$ cat src/hdl/lmsdfe_pkg.sv
// Shared types and constants of the LMS decision-feedback equaliser.
// Used by the cell, the arithmetic unit and the top level; depends on nothing.
`default_nettype none
package lmsdfe_pkg;
   localparam int SAMPLE_W = 16;
   localparam int TAP_W    = 24;
   localparam int ERR_W    = 17;
   localparam int SUM_W    = 41;
   localparam int UPD_W    = 35;
   localparam int MU_W     = 16;
   localparam int PROD_W   = UPD_W + MU_W + 1;
   localparam logic signed [TAP_W-1:0]    TAP_ONE  = 24'sh100000;
   localparam logic signed [SAMPLE_W-1:0] ONE_Q13  = 16'sd8192;
   localparam logic [1:0]                 DEC_POS  = 2'b01;
   localparam logic [1:0]                 DEC_NEG  = 2'b11;
   localparam logic                       REG_FF   = 1'b0;
   localparam logic                       REG_FB   = 1'b1;

   // One tap of the filter with the line entry that it multiplies.
   typedef struct packed {
      logic signed [SAMPLE_W-1:0] x_re;
      logic signed [SAMPLE_W-1:0] x_im;
      logic signed [TAP_W-1:0]    t_re;
      logic signed [TAP_W-1:0]    t_im;
      logic                       fb;
      logic                       live;
   } cell_type;

   typedef struct packed {
      logic rotate;
      logic line_shift;
   } cell_ctrl_type;

   typedef struct packed {
      logic run;
      logic upd;
      logic clr;
   } alu_ctrl_type;
endpackage
`default_nettype wire

$ cat src/hdl/lmsdfe_cell.sv
// One cell of the tap ring: holds a line entry and its complex tap.
// Depends on lmsdfe_pkg.
`default_nettype none
module lmsdfe_cell import lmsdfe_pkg::*; #(
   parameter bit IS_FB     = 1'b0,
   parameter bit IS_CENTER = 1'b0
) (
   input  wire logic                       clock,
   input  wire logic                       reset,
   input  wire cell_ctrl_type              ctrl,
   input  wire cell_type                   rot_in,
   input  wire logic signed [SAMPLE_W-1:0] line_re,
   input  wire logic signed [SAMPLE_W-1:0] line_im,
   output cell_type                        cell_out
);
   cell_type cell_ff;

   // Rotation moves the whole cell on; a line shift moves only the entry.
   always_ff @(posedge clock) begin
      if (reset) begin
         cell_ff.x_re <= '0;
         cell_ff.x_im <= '0;
         cell_ff.t_re <= IS_CENTER ? TAP_ONE : '0;
         cell_ff.t_im <= '0;
         cell_ff.fb   <= IS_FB;
         cell_ff.live <= 1'b1;
      end else if (ctrl.rotate) begin
         cell_ff <= rot_in;
      end else if (ctrl.line_shift) begin
         cell_ff.x_re <= line_re;
         cell_ff.x_im <= line_im;
      end
   end

   assign cell_out = cell_ff;
endmodule
`default_nettype wire

$ cat config.mk
export PLATFORM = sky130hd
export DESIGN_NAME = lmsdfe_cell
export DESIGN_NICKNAME = d
export VERILOG_FILES = /design/src/hdl/lmsdfe_pkg.sv /design/src/hdl/lmsdfe_cell.sv
export SDC_FILE = /design/constraint.sdc
export NUM_CORES = 1
export LEC_CHECK = 0
export ABC_AREA = 1
export BUFFER_PORTS_ARGS = -buffer_cell sky130_fd_sc_hd__buf_2
export CAP_MARGIN = 10
export CORE_MARGIN = 8
export CORE_UTILIZATION = 25
export DETAILED_ROUTE_END_ITERATION = 10
export PLACE_DENSITY = 0.58
export SKIP_CTS_REPAIR_TIMING = 1
export SLEW_MARGIN = 20
export SYNTH_ARGS = -nofsm -noshare
export SYNTH_HDL_FRONTEND = slang
export SYNTH_SLANG_ARGS = --single-unit
$ cat constraint.sdc
create_clock -name clock -period 0.8 [get_ports clock]
set_input_delay 0.04 -clock clock [delete_from_list [all_inputs] [get_ports clock]]
set_output_delay 0.04 -clock clock [all_outputs]
set_load 0.05 [all_outputs]
* Word-level counts from Yosys, hierarchy flattened
Cells that the tools add are included.
** Cells by class
- Reduce and logical (&&, ||, !) cells :: 1
- Muxes and demuxes :: 2
** Operators by type and width (number)
- $mux 32 :: 2
- $reduce_bool 2->1 :: 1
** Word-level totals
- Flip-flop bits (word level) :: 82
- Output and inout port bits :: 82
- Logic and storage cells :: 9
- Input port bits :: 118

* Depth between registers and ports, before layout
- Depth after elaboration :: 2
- Depth in mapped cells :: 7
- Mapped depth without buffers :: 5

* Worst setup path before layout
OpenSTA, ideal clock, no wires.
- Kind :: register to register
- Start point :: register cell_out[70] (netlist name)
- End point :: register cell_ff, in the netlist cell_out[70]
- Library setup time :: 0.057 ns
- Setup slack :: -0.121 ns
- Stages on the path, launching flop included :: 5
- Arrival time :: 0.864 ns
- Path through :: dfxtp_1 -> nand2_1 -> nand3_1 -> nand2_1 -> inv_1
** RTL lines
- end signal, assigned :: line lmsdfe_cell.sv:28 : cell_ff <= rot_in;
- end, declared :: line lmsdfe_cell.sv:16 : cell_type cell_ff;

* Worst setup path in the final report
- Start point :: register cell_ff, in the netlist cell_out[20]
- End point :: output cell_out[20] (netlist name)
** RTL lines
- end, declared :: line lmsdfe_cell.sv:14 : output cell_type cell_out
No word-level cell between the ends.

==> flow_summary.yaml <==
sta:
  period_share_pct: 110
  worst_pin_slew_ps: 331
  min_period_ps: 880
  slew_violations: 0
  setup_slack_ps: -80.2
  max-slew-margin-rel_pct: 77.9
  fin_tns_setup_ps: -5100
  finClkSkew_ps: 0
  setup_violations: 82
  rsz0062_at_grt: "yes"
  hold_viol: 0
  max_freq_mhz: 1140
setup_path:
  crit_chain: "buf_8"
  critPathMaxFanout: 2
  reg2regPathDepth: 3
  path_buf_inv: 1
  r2r-end: "cell_out[43]$_SDFFE_PP0P_"
  cp.required_ps: 760
  criticalPathCategory: "flip-flop to output port"
  cpMaxStageDelayCell: "dfxtp_2"
  worstPathArrival_ps: 840
  r2r_start: "cell_out[43]$_SDFFE_PP0P_"
  cpPeakStageDelay_ps: 350
  cpLargestDelayFamily: "flip-flops"
  setup.worst_path.end_class: "output port"
  cp-start-kind: "flip-flop"
  rrSetupSlack_ps: 60
floorplanning:
  core_area_sq_um: 12700
  die-area_sq_um: 16900
  die_w_um: 130
  fp-row-count: 41
  die_h_um: 130
  io_pins: 200
  initial_core_util_pct: 25.7
synth:
  yosysUniqueCellTypes: 15
  yosys_warnings: 0
  synth_cells: 459
  syn-num-nets: 577
  synth_seq_cells: 82
  avgSynthCellArea_sq_um: 7.10
  netlist_area_sq_um: 3260
  synth_seq_area_share_pct: 50.4
route:
  drcViolationCount: 0
  via_count: 3917
  met2WireLength_um: 6610
  wl_met1_um: 4590
  wl_um: 12900
  dr.pass1.iters: 4
  vias_per_cell: 4.45
  drt_iter0_drc: 196
  post_drt_wl_per_cell_um: 14.6
  route.met3.wl_um: 1170
  detail-route-antenna-nets: 0
  highest_layer: "met4"
cts:
  cts-buffers-inserted: 9
  cts_tree: "yes"
  h-tree-depth: 3
  root_buffer: "clkbuf_16"
  worstSkewPairLatency_ps: 330
  clkTransAtPathRegs_ps: 60
  cts_sinks: 82
  ctsLongestPathBuffers: 2
placement:
  postPlaceCellArea_sq_um: 4620
  place.port_buffers: 199
  pre_cts_ws_ps: -173
  gp_congestion: 0.819
  hpwlAfterDp_um: 8440
hold_path:
  hold_start: "rot_in[70]"
  hold_class: "primary input to flip-flop"
  whs_path_depth: 5
  whs_endpoint: "cell_out[70]$_SDFFE_PP0P_"
cells_and_area:
  layout_common_cells: "117 x buf_2, 98 x nand2_1, 98 x nor2_1, 82 x dfxtp_2, 70 x buf_8"
  fin_nets: 820
  final_util_pct: 48.8
  syn2layout_area_growth_pct: 89.7
  largest_register_ffs: 82
  postLayoutCellArea_sq_um: 6180
  layout-drive-gt1-share_pct: 44.4
  mostFrequentLayoutCell: "buf_2"
outcome:
  violations: "setup timing"
  status: "finished with violations"
grt:
  grt_pass1_vias: 3623
  antenna_found_initial: 1
  overflow: 0
  grt_usage_pct: 12.8
  grt_pass1_wl_um: 17200
  grt_max_degree: 44
power_and_ir_drop:
  vdd_drop_max_uv: 914
  power.density_nw_per_um2: 1870
  p_leak_nw: 3.08
  power_mw: 11.5
flow_run:
  drv_cap: 0
[area by class of cell]
class	instances	area (sq um)
Tap cell	172	215
Clock buffer	11	243
Fill cell	1165	6490
Sequential cell	82	1740
Multi-Input combinational cell	311	1320
Clock inverter	5	30.0
Antenna cell	1	2.50
Timing Repair Buffer	264	2500
Inverter	34	130
[worst max-delay path by stage]
stage | startpoint | to | slack [ps] | cells after the start
after detailed placement | ctrl[1] | cell_out[52]$_SDFFE_PP0P_ | -170 | 6
after CTS | cell_out[48]$_SDFFE_PP0P_ | cell_out[48] | -210 | 1
after global placement | ctrl[1] | cell_out[80]$_SDFFE_PP0P_ | -150 | 6
final | cell_out[20]$_SDFFE_PP0P_ | cell_out[20] | -80 | 1
after global routing | cell_out[20]$_SDFFE_PP0P_ | cell_out[20] | -130 | 1
after floorplan | cell_out[70]$_SDFFE_PP0P_ | cell_out[70]$_SDFFE_PP0P_ | 40 | 4
[metrics by stage]
stage / instances / hold slack (ps)
6_report: 880 / 3.09
5_1_grt: 880 / 3.44
4_1_cts: 828 / -91.6
3_5_place_dp: 812 / 268
3_3_place_gp: 812 / 253
2_1_floorplan: 459 / 162
[logic make-up (layout without fill, tap and decap cells)]
logic type	count (synthesis)	count (layout)	synth area share [%]
other	0	1	0
and+or+nand+nor	262	262	32.9
DFF	82	82	50.4
AOI/OAI and AO/OA	49	49	7.53
buffers and inverters	66	314	9.18
[where the power goes]
group	internal, mW	leakage [nW]	switching [mW]
Clock	2.17	0.131	1.57
Sequential	4.43	0.705	0.252
Combinational	1.38	2.24	1.75
[per-layer routing]
layer | GRT usage (%) | vias to the layer above
met1 | 13.7 | 1803
met4 | 6.15 | 0
met5 | 0 | -
met2 | 21.5 | 154
li1 | - | 1921
met3 | 5.26 | 39
[Yosys cell counts (all sizes together)]
library cell / instances / area [sq um]
nand3: 65 / 325
nor2: 99 / 379
o21ai: 49 / 245
nand2: 98 / 368
clkinv: 1 / 3.75
clkbuf: 12 / 47.6
buf: 20 / 121
dfxtp: 82 / 1640
inv: 33 / 126
Power figures use the tool's default switching activity.
